$ cat config.mk
export PLATFORM = sky130hd
export DESIGN_NAME = tcw_ctrl
export DESIGN_NICKNAME = d
export VERILOG_FILES = /design/src/design/tcw_pkg.sv /design/src/design/tcw_ctrl.sv
export SDC_FILE = /design/constraint.sdc
export NUM_CORES = 1
export LEC_CHECK = 0
export BUFFER_PORTS_ARGS = -buffer_cell sky130_fd_sc_hd__buf_2
export CORE_MARGIN = 3
export CORE_UTILIZATION = 50
export DETAILED_ROUTE_END_ITERATION = 16
export GPL_ROUTABILITY_DRIVEN = 0
export GPL_TIMING_DRIVEN = 0
export PLACE_DENSITY = 0.73
export SYNTH_ARGS = -nofsm -noshare
export SYNTH_HDL_FRONTEND = slang
export SYNTH_SLANG_ARGS = --single-unit
$ cat constraint.sdc
create_clock -name clk -period 9.8 [get_ports clk]
set_clock_uncertainty 0.2 [all_clocks]
set_input_delay 1.47 -clock clk [delete_from_list [all_inputs] [get_ports clk]]
set_output_delay 1.47 -clock clk [all_outputs]
set_load 0.01 [all_outputs]
$ cat src/design/tcw_pkg.sv
// ----------------------------------------------------------------------------
// tcw_pkg
// Shared types, codes and constants of the text console writer.
// ----------------------------------------------------------------------------
package tcw_pkg;

	localparam int COLUMNS_DEF = 80;
	localparam int ROWS_DEF    = 25;

	localparam logic [7:0] NEWLINE_CODE = 8'd10;
	localparam logic [7:0] BLANK_CODE   = 8'd32;
	localparam logic [7:0] RESET_ATTR   = 8'd15;

	// configuration register index
	localparam int REG_DEFAULT_ATTR = 0;

	typedef enum logic [1:0] {
		ACT_PUT        = 2'd0,
		ACT_CLEAR      = 2'd1,
		ACT_SET_CURSOR = 2'd2,
		ACT_READ       = 2'd3
	} act_t;

	typedef struct packed {
		logic        valid;
		logic [11:0] cursor_offset;
		logic [7:0]  cell_char;
		logic [7:0]  cell_attr;
		logic        did_scroll;
		logic        bad_position;
	} result_t;

	function automatic logic [15:0] make_cell(input logic [7:0] ch, input logic [7:0] at);
		return {at, ch};
	endfunction

endpackage

$ cat src/design/tcw_ctrl.sv
// ----------------------------------------------------------------------------
// tcw_ctrl
// Sequencer of the console: one shared adder drives cursor moves, fill and
// scroll sweeps and the column recovery after a cursor set.
// ----------------------------------------------------------------------------
module tcw_ctrl import tcw_pkg::*; #(
	parameter int COLUMNS = COLUMNS_DEF,
	parameter int ROWS    = ROWS_DEF,
	localparam int CELLS  = COLUMNS * ROWS,
	localparam int AW     = $clog2(CELLS)
) (
	input  logic          clk,
	input  logic          arst_n,
	input  logic          start,
	input  logic [1:0]    action,
	input  logic [7:0]    char_code,
	input  logic [7:0]    attribute,
	input  logic [11:0]   position,
	input  logic [7:0]    default_attr,
	output logic          busy,
	output result_t       res,
	output logic          mem_we,
	output logic [AW-1:0] mem_waddr,
	output logic [15:0]   mem_wdata,
	output logic          mem_re,
	output logic [AW-1:0] mem_raddr,
	input  logic [15:0]   mem_rdata
);

	localparam int CW   = $clog2(CELLS + 1);
	localparam int COLW = $clog2(COLUMNS);
	localparam int SW   = CW + 1;
	localparam int CMPW = ((CW > 12) ? CW : 12) + 1;
	localparam logic [AW-1:0] LAST_ADDR   = AW'(CELLS - 1);
	localparam logic [AW-1:0] SCROLL_BASE = AW'(CELLS - COLUMNS);
	localparam logic [SW-1:0] NEG_COLS    = SW'(0) - SW'(COLUMNS);

	typedef enum logic [7:0] {
		S_INIT   = 8'b00000001,
		S_IDLE   = 8'b00000010,
		S_EXEC   = 8'b00000100,
		S_RDWAIT = 8'b00001000,
		S_DIV    = 8'b00010000,
		S_FILL   = 8'b00100000,
		S_COPY   = 8'b01000000,
		S_DRAIN  = 8'b10000000
	} state_t;

	state_t          state_q;
	act_t            act_q;
	logic [7:0]      chr_q;
	logic [7:0]      attr_q;
	logic [11:0]     pos_q;
	logic [CW-1:0]   cursor_q;
	logic [COLW-1:0] col_q;
	logic [AW-1:0]   idx_q;
	logic [AW-1:0]   dst_q;
	logic            wr_vld_s1;
	logic [CW-1:0]   rem_q;
	logic            scroll_q;
	result_t         res_q;

	logic [SW-1:0]   alu_a;
	logic [SW-1:0]   alu_b;
	logic [SW-1:0]   alu_sum;
	logic            is_newline;
	logic            pos_bad;
	logic [7:0]      attr_eff;
	logic [CW-1:0]   cursor_nxt;

	function automatic result_t mk_res(input logic [CW-1:0] cur, input logic [7:0] ch,
			input logic [7:0] at, input logic sc, input logic bad);
		result_t r;
		r.valid         = 1'b1;
		r.cursor_offset = 12'(cur);
		r.cell_char     = ch;
		r.cell_attr     = at;
		r.did_scroll    = sc;
		r.bad_position  = bad;
		return r;
	endfunction

	assign is_newline = (chr_q == NEWLINE_CODE);
	assign pos_bad    = (CMPW'(pos_q) >= CMPW'(CELLS));
	assign attr_eff   = (attr_q == 8'd0) ? default_attr : attr_q;

	// shared adder
	always_comb begin
		case (state_q)
			S_EXEC: begin
				alu_a = SW'(cursor_q);
				alu_b = is_newline ? (SW'(COLUMNS) - SW'(col_q)) : SW'(1);
			end
			S_DIV: begin
				alu_a = SW'(rem_q);
				alu_b = NEG_COLS;
			end
			default: begin
				alu_a = SW'(idx_q);
				alu_b = SW'(1);
			end
		endcase
		alu_sum = alu_a + alu_b;
	end

	assign cursor_nxt = alu_sum[CW-1:0];

	always_comb begin
		mem_we    = 1'b0;
		mem_waddr = idx_q;
		mem_wdata = make_cell(BLANK_CODE, default_attr);
		mem_re    = 1'b0;
		mem_raddr = idx_q;
		case (state_q)
			S_INIT: begin
				mem_we    = 1'b1;
				mem_wdata = make_cell(BLANK_CODE, RESET_ATTR);
			end
			S_FILL: begin
				mem_we = 1'b1;
			end
			S_EXEC: begin
				if (act_q == ACT_PUT && !is_newline) begin
					mem_we    = 1'b1;
					mem_waddr = AW'(cursor_q);
					mem_wdata = make_cell(chr_q, attr_eff);
				end
				if (act_q == ACT_READ && !pos_bad) begin
					mem_re    = 1'b1;
					mem_raddr = AW'(pos_q);
				end
			end
			S_COPY: begin
				mem_re    = 1'b1;
				mem_we    = wr_vld_s1;
				mem_waddr = dst_q;
				mem_wdata = mem_rdata;
			end
			S_DRAIN: begin
				mem_we    = 1'b1;
				mem_waddr = dst_q;
				mem_wdata = mem_rdata;
			end
			default: begin
			end
		endcase
	end

	always_ff @(posedge clk or negedge arst_n) begin
		if (!arst_n) begin
			state_q   <= S_INIT;
			cursor_q  <= '0;
			col_q     <= '0;
			idx_q     <= '0;
			dst_q     <= '0;
			wr_vld_s1 <= 1'b0;
			rem_q     <= '0;
			scroll_q  <= 1'b0;
			res_q     <= '0;
		end else begin
			case (state_q)
				S_INIT: begin
					if (idx_q == LAST_ADDR) begin
						idx_q   <= '0;
						state_q <= S_IDLE;
					end else begin
						idx_q <= alu_sum[AW-1:0];
					end
				end
				S_IDLE: begin
					// every result beat lands in idle, so drop it here
					res_q.valid <= 1'b0;
					if (start) begin
						state_q <= S_EXEC;
					end
				end
				S_EXEC: begin
					case (act_q)
						ACT_PUT: begin
							if (alu_sum == SW'(CELLS)) begin
								cursor_q  <= CW'(CELLS - COLUMNS);
								col_q     <= '0;
								idx_q     <= AW'(COLUMNS);
								dst_q     <= '0;
								wr_vld_s1 <= 1'b0;
								scroll_q  <= 1'b1;
								state_q   <= S_COPY;
							end else begin
								if (is_newline || col_q == COLW'(COLUMNS - 1)) begin
									col_q <= '0;
								end else begin
									col_q <= col_q + COLW'(1);
								end
								cursor_q <= cursor_nxt;
								res_q    <= mk_res(cursor_nxt, 8'd0, 8'd0, 1'b0, 1'b0);
								state_q  <= S_IDLE;
							end
						end
						ACT_CLEAR: begin
							cursor_q <= '0;
							col_q    <= '0;
							idx_q    <= '0;
							scroll_q <= 1'b0;
							state_q  <= S_FILL;
						end
						ACT_SET_CURSOR: begin
							if (pos_bad) begin
								res_q   <= mk_res(cursor_q, 8'd0, 8'd0, 1'b0, 1'b1);
								state_q <= S_IDLE;
							end else begin
								cursor_q <= CW'(pos_q);
								rem_q    <= CW'(pos_q);
								state_q  <= S_DIV;
							end
						end
						ACT_READ: begin
							if (pos_bad) begin
								res_q   <= mk_res(cursor_q, 8'd0, 8'd0, 1'b0, 1'b1);
								state_q <= S_IDLE;
							end else begin
								state_q <= S_RDWAIT;
							end
						end
						default: begin
							state_q <= S_IDLE;
						end
					endcase
				end
				S_RDWAIT: begin
					res_q   <= mk_res(cursor_q, mem_rdata[7:0], mem_rdata[15:8], 1'b0, 1'b0);
					state_q <= S_IDLE;
				end
				S_DIV: begin
					// strip one row per cycle until the column is left
					if (SW'(rem_q) >= SW'(COLUMNS)) begin
						rem_q <= alu_sum[CW-1:0];
					end else begin
						col_q   <= COLW'(rem_q);
						res_q   <= mk_res(cursor_q, 8'd0, 8'd0, 1'b0, 1'b0);
						state_q <= S_IDLE;
					end
				end
				S_COPY: begin
					idx_q     <= alu_sum[AW-1:0];
					wr_vld_s1 <= 1'b1;
					if (wr_vld_s1) begin
						dst_q <= dst_q + AW'(1);
					end
					if (idx_q == LAST_ADDR) begin
						state_q <= S_DRAIN;
					end
				end
				S_DRAIN: begin
					// last moved beat lands here, then blank the bottom row
					wr_vld_s1 <= 1'b0;
					idx_q     <= SCROLL_BASE;
					state_q   <= S_FILL;
				end
				S_FILL: begin
					idx_q <= alu_sum[AW-1:0];
					if (idx_q == LAST_ADDR) begin
						res_q   <= mk_res(cursor_q, 8'd0, 8'd0, scroll_q, 1'b0);
						state_q <= S_IDLE;
					end
				end
				default: begin
					state_q <= S_IDLE;
				end
			endcase
		end
	end

	always_ff @(posedge clk) begin
		if (state_q == S_IDLE && start) begin
			act_q  <= act_t'(action);
			chr_q  <= char_code;
			attr_q <= attribute;
			pos_q  <= position;
		end
	end

	assign busy = (state_q != S_IDLE);
	assign res  = res_q;

endmodule

==> reports/qor.yml, run 1 <==
cts_sinks: 121
tightest_slew_ps: 1197
fmax_mhz: 169.3
period_needed_ps: 5906
min_path_cells: 2
drt-total-wl_mm: 21.80
postCtsHoldBufs: 0
ys_seq_elements: 121
slew_headroom: 0.1896
cts_buffers: 17
avgSynthCellArea_um2: 9.511
cp.arrival_ps: 6010
ys.flop_type: "dfrtp_1"
cts_resized: 0
drc: 0
period_share: 0.6027
p_per_area_nw_per_um2: 259.0
core-area_um2: 13560
antenna-diode-count: 0
routed_via_density: 5.992
critical_path_depth: 15
use_met2: 0.4331
setup.worst_path.class: "reg2reg"
area_growth_pct: 21.72
cts_buffer_depth: 2
pre_cts_ws_ps: 4095
setup_viol: 0
portBuffers: 127
seqCellArea_um2: 3179
num_vias: 6501
layout-drive-gt1-share: 0.2563
h-tree-depth: 4
hold_viol_final: 0
grt_busiest_layer: "met2"
critPathLaunchType: "register"
setup_ws_ps: 3894
path_clk_slew_ps: 60
holdCritPathClass: "reg2reg"
use_met1: 0.3868
synthCells: 748
leakage_nw: 4.100
overflow: 0
die_w_um: 125.3
grt_usage: 0.2768
pin_count: 129
netlist_top_cells_count: "137 x nand2_1, 90 x dfrtp_1, 69 x nor2_1"
multi_input_area_um2: 3707
setup-tns-final_ps: 0
status: "completed"
drt-initial-drc-count: 524
yosys_warnings: 0
fp.dieH_um: 125.3
required_ps: 9900
r2r_cells: 15
grt_pass1_vias: 6315
async_reset_ff_frac: 0.7521
nFillCells: 1133
dpl_cell_area_um2: 8028
grt_pass1_wl_mm: 34.01
setup.worst_path.end_class: "register"
drv_slew: 0
ys_seq_area_frac: 0.4469
synth_nets: 825
tritoncts: "yes"
grt_max_degree: 50
synth_edf_count: 30
holdWs_ps: 256.1
antenna_found_initial: 0
start_util: 0.5247
final_core_util: 0.6387
wl_per_cell_um: 20.09
dieArea_um2: 15700
fin_area_um2: 8660
ys_top_cells_by_area: "dfrtp_1 32%, edfxtp_1 13%, nand2_1 7.2%"
dr.pass1.iters: 6
clk_latency_ps: 420
yosysMostFrequentCell: "nand2_1"
cap_violations: 0
critPathSlowestCell: "xnor2_1"
synth_top_area_cell: "dfrtp_1"
path_delay_family: "simple AND/OR/NAND/NOR gates"
crit_chain: "nor4_4 -> and3_1 -> clkbuf_1 -> buf_1 -> a31oi_1 -> ha_1 -> fa_1 -> xnor2_1 -> nor3b_1 -> o2111a_1 -> nand4_4 -> or3_1 -> a31oi_2 -> buf_6 -> mux2_4"
dpl.hpwl_mm: 15.92
syn-cell-area_um2: 7114
nets: 973
cp.buffers_inverters: 3
synth_top_area_frac: 0.3166
peakVddDrop_uv: 233.3
ant_nets: 0
synth_cell_types: 84
postCtsSetupRepairBufs: 0
grt_setup_unrepaired: "false"
rows: 42
slowest_delay_ps: 550
worstPathMaxFanout: 10
root_buffer: "clkbuf_16"
grtUsageMet3: 0.06311
==> worst paths after layout <==
kind / from / endpoint / slack, ps
setup / recovery: state_q[7] / idx_q[8] / 3890
hold / removal: res[30] / res[30] / 260
setup reg to reg: state_q[7] / idx_q[8] / 3890
hold reg to reg: res[30] / res[30] / 260
max in group asynchronous: arst_n / dst_q[2] / 7890
min in group asynchronous: arst_n / col_q[5] / 850
==> tightest hold or removal path: stages, from the launching register on <==
cell and delay [ps]:
dfrtp_1 330, nand2_1 50, nand2_1 40
==> logic make-up after synthesis <==
group,count (synthesis),synth area share
muxes,32,0.05505
AOI/OAI and AO/OA,190,0.1868
and+or+nand+nor,306,0.2063
adders and majority gates,20,0.03623
xor gates and xnor gates,26,0.03518
other,1,0.0005271
DFF,121,0.4469
buffers and inverters,52,0.03306
==> layout by cell type, fill, tap and decap left out, types with 10 or more instances in the layout <==
cell         n
ha_1        19
dfrtp_1     90
xor2_1      15
inv_1       11
mux2_4      10
nand3_1     21
clkbuf_1    29
mux2_2      17
buf_2      131
or3_1       10
a22o_1      23
clkbuf_16   17
a22oi_1     20
nor2_1      68
o21ai_0     54
a21oi_1     39
edfxtp_1    30
nand2_1    137
==> per-stage QoR <==
stage,total power [mW],cells
final,2.243,1085
after global routing,2.349,1085
after CTS,2.228,1085
after detailed placement,1.553,1053
after global placement,1.531,1051
after floorplan,1.247,748
==> state kept, by name, summed over array words and instances, names as in the netlist <==
signal,cells
pos_q,12
act_q,2
chr_q,8
state_q,8
attr_q,8
idx_q,11
wr_vld_s1,1
res,30
dst_q,11
scroll_q,1
col_q,7
rem_q,11
cursor_q,11
==> power breakdown <==
part           switching, mW  internal (mW)  total, mW
Clock                  0.228          0.440      0.668
Sequential             0.153          0.649      0.802
Combinational          0.471          0.301      0.773
==> area by class of cell <==
| type | instances | area share |
|---|---|---|
| repair buffers | 129 | 0.07918 |
| well taps | 176 | 0.02543 |
| plain buffers | 40 | 0.02196 |
| flip-flops and latches | 121 | 0.3671 |
| inverters | 12 | 0.005202 |
| clock inverters | 10 | 0.01936 |
| multi-input cells | 575 | 0.4281 |
| clock buffers | 22 | 0.05360 |
==> routing by layer <==
layer,part of all wire,wire (um)
met5,0,0
met4,0.020,444
met3,0.087,1892
met2,0.46,10060
met1,0.43,9405
No activity file was read; power rests on OpenSTA's default activity.
==> inputs of run 2 (changes only) <==
ABC_AREA = 1   (was default)
PLACE_DENSITY = 0.75   (was 0.73)
clock period = 4.98 ns   (was 9.8 ns; I/O delays follow)
==> run 2 against run 1 <==
  * Die area is 4.5% higher
  * Largest cell class unchanged
  * Synthesized cell count is 33% higher
  * Critical path type unchanged
  * Cell area rose by 3.6%
  * Fmax rose by 27%
  * Largest power group is now combinational logic
  * Critical endpoint is now res[23]
==> reports/qor.yml, run 2 <==
seqPwrFrac: 0.320  # was 0.358
setup.worst_path.end_class: "register"  # unchanged
netlist_top_cells_count: "292 x nand2_1, 122 x inv_1, 92 x nor2_1"  # was 137 x nand2_1, 90 x dfrtp_1, 69 x nor2_1
avgSynthCellArea_um2: 7.481  # was 9.511 um2
path_clk_slew_ps: 70  # was 60 ps
multi_input_area_um2: 3622  # was 3707 um2
grt_max_degree: 55  # was 50
start_util: 0.5246  # was 0.5247
ys_seq_area_frac: 0.4267  # was 0.4469
dr.pass1.iters: 6  # unchanged
layout-drive-gt1-share: 0.1739  # was 0.2563
setup-tns-final_ps: 0  # unchanged
dp.cells: 1304  # was 1053
stdcell_count: 1336  # was 1085
cts_sinks: 121  # unchanged
root_buffer: "clkbuf_16"  # unchanged
synth_edf_count: 30  # unchanged
grt_usage: 0.2983  # was 0.2768
pin_count: 129  # unchanged
synthCells: 996  # was 748
period_needed_ps: 4640  # was 5906 ps
area_growth_pct: 20.42  # was 21.72%
core-area_um2: 14200  # was 13560 um2
grt_pass1_vias: 6981  # was 6315
drt-initial-drc-count: 879  # was 524
largest_reg_flops: 30  # unchanged
routed_via_density: 5.769  # was 5.992
holdCritPathClass: "in2async"  # was reg2reg
p_clk_frac: 0.256  # was 0.298
holdWs_ps: 90.16  # was 256.1 ps
setup_ws_ps: 340.3  # was 3894 ps
portBuffers: 127  # unchanged
worstPathMaxFanout: 10  # unchanged
leakage_nw: 4.559  # was 4.100 nW
slew_headroom: 0.4239  # was 0.1896
p_per_area_nw_per_um2: 564.3  # was 259.0 nW/um2
num_vias: 7707  # was 6501
cts_buffer_depth: 2  # unchanged
required_ps: 5090  # was 9900 ps
rows: 43  # was 42
syn-cell-area_um2: 7451  # was 7114 um2
yosysMostFrequentCell: "nand2_1"  # unchanged
antenna_found_initial: 0  # unchanged
dpl_cell_area_um2: 8349  # was 8028 um2
ys.flop_type: "dfrtp_1"  # unchanged
cts_buffers: 17  # unchanged
wl_per_cell_um: 18.25  # was 20.09 um
ant_nets: 0  # unchanged
grt_setup_unrepaired: "false"  # unchanged
mostFrequentLayoutCells: "292 x nand2_1, 135 x buf_2, 122 x inv_1"  # was 137 x nand2_1, 131 x buf_2, 90 x dfrtp_1
setup.worst_path.class: "reg2reg"  # unchanged
h-tree-depth: 4  # unchanged
synth_top_area_frac: 0.3023  # was 0.3166
postCtsHoldBufs: 0  # unchanged
clk_latency_ps: 430  # was 420 ps
swShare: 0.4352  # was 0.3800
tightest_slew_ps: 862.0  # was 1197 ps
fin_area_um2: 8972  # was 8660 um2
final_core_util: 0.6317  # was 0.6387
fmax_mhz: 215.5  # was 169.3 MHz
fp.dieH_um: 128.1  # was 125.3 um
synth_nets: 1073  # was 825
ys_top_cells_by_area: "dfrtp_1 30%, nand2_1 15%, edfxtp_1 12%"  # was dfrtp_1 32%, edfxtp_1 13%, nand2_1 7.2%
internal_power_mw: 2.860  # was 1.390 mW
drv_slew: 0  # unchanged
dieArea_um2: 16400  # was 15700 um2
p_comb_frac: 0.424  # was 0.345
drc: 0  # unchanged
yosys_warnings: 0  # unchanged
nets: 1220  # was 973
ys_seq_elements: 121  # unchanged
p_switching_mw: 2.203  # was 0.8523 mW
hold_viol_final: 0  # unchanged
pre_cts_ws_ps: 401.9  # was 4095 ps
seqCellArea_um2: 3179  # unchanged
period_share: 0.9317  # was 0.6027
postCtsSetupRepairBufs: 0  # unchanged
die_w_um: 128.1  # was 125.3 um
synth_top_area_cell: "dfrtp_1"  # unchanged
grt_pass1_wl_mm: 37.68  # was 34.01 mm
dpl.hpwl_mm: 18.48  # was 15.92 mm
synth_cell_types: 46  # was 84
cap_violations: 0  # unchanged
critPathLaunchType: "register"  # unchanged
peakVddDrop_uv: 450.2  # was 233.3 uV
antenna-diode-count: 0  # unchanged
nFillCells: 1323  # was 1133
finalPower_mw: 5.063  # was 2.243 mW
overflow: 0  # unchanged
async_reset_ff_frac: 0.7521  # unchanged
status: "completed"  # unchanged
tritoncts: "yes"  # unchanged
cp.arrival_ps: 4750  # was 6010 ps
cts_resized: 0  # unchanged
layout_commonest_cell: "nand2_1"  # unchanged
setup_viol: 0  # unchanged
drt-total-wl_mm: 24.39  # was 21.80 mm
run 2: path summary, 6_finish.rpt:
path                            start          to  cells after the start  slack [ps]
hold / removal                 arst_n    col_q[0]                      1          90
max in group asynchronous      arst_n  state_q[0]                      2        3770
setup reg to reg           state_q[3]     res[23]                     22         340
hold reg to reg               res[13]     res[13]                      2         270
min in group clk              res[13]     res[13]                      2         270
setup / recovery           state_q[3]     res[23]                     22         340
run 2: power groups by stage:
stage	Clock [mW]	Combinational, mW	Sequential, mW
CTS	1.30	2.09	1.60
global route	1.35	2.35	1.64
global placement	0	2.04	1.61
detailed placement	0	2.07	1.62
floorplan	0	1.30	1.58
finish	1.29	2.15	1.62
run 2: final cells by class:
| cell class | instances | share of cell area |
|---|---|---|
| multi-input cells | 708 | 0.4037 |
| flip-flops and latches | 121 | 0.3543 |
| repair buffers | 128 | 0.07419 |
| inverters | 130 | 0.05439 |
| clock buffers | 17 | 0.04741 |
| well taps | 180 | 0.02510 |
| clock inverters | 15 | 0.02106 |
| plain buffers | 37 | 0.01980 |
run 2: per-layer routing:
| layer | part of all wire | global-route usage | up-vias |
|---|---|---|---|
| met1 | 0.41 | 0.4217 | 3514 |
| met4 | 0.053 | 0.1654 | 0 |
| met2 | 0.43 | 0.4236 | 488 |
| met5 | 0 | 0 | - |
| li1 | - | - | 3601 |
| met3 | 0.10 | 0.06625 | 104 |
run 2: kinds of logic after synthesis:
kind of cell | synth area share
flops | 0.4267
fa+ha+maj | 0.03459
simple gates | 0.2813
buf+inv | 0.08917
other cells | 0.0005033
compound gates | 0.1501
xor+xnor | 0.01763
run 2: worst max-delay path, cell delays in order, from the launching register on:
cell,delay (ps)
dfrtp_1,400
nor2_1,190
nand2_1,130
inv_2,90
nand4_2,190
inv_2,190
nor2_1,70
buf_1,240
nand2_1,140
o221ai_1,140
ha_1,320
fa_1,480
nand3_1,140
nand2_1,80
nand2_1,60
nand2_1,210
nor2_1,210
nand4_1,150
nor2_4,160
nand4_2,220
clkbuf_1,290
nand4_1,150
nand2_1,80
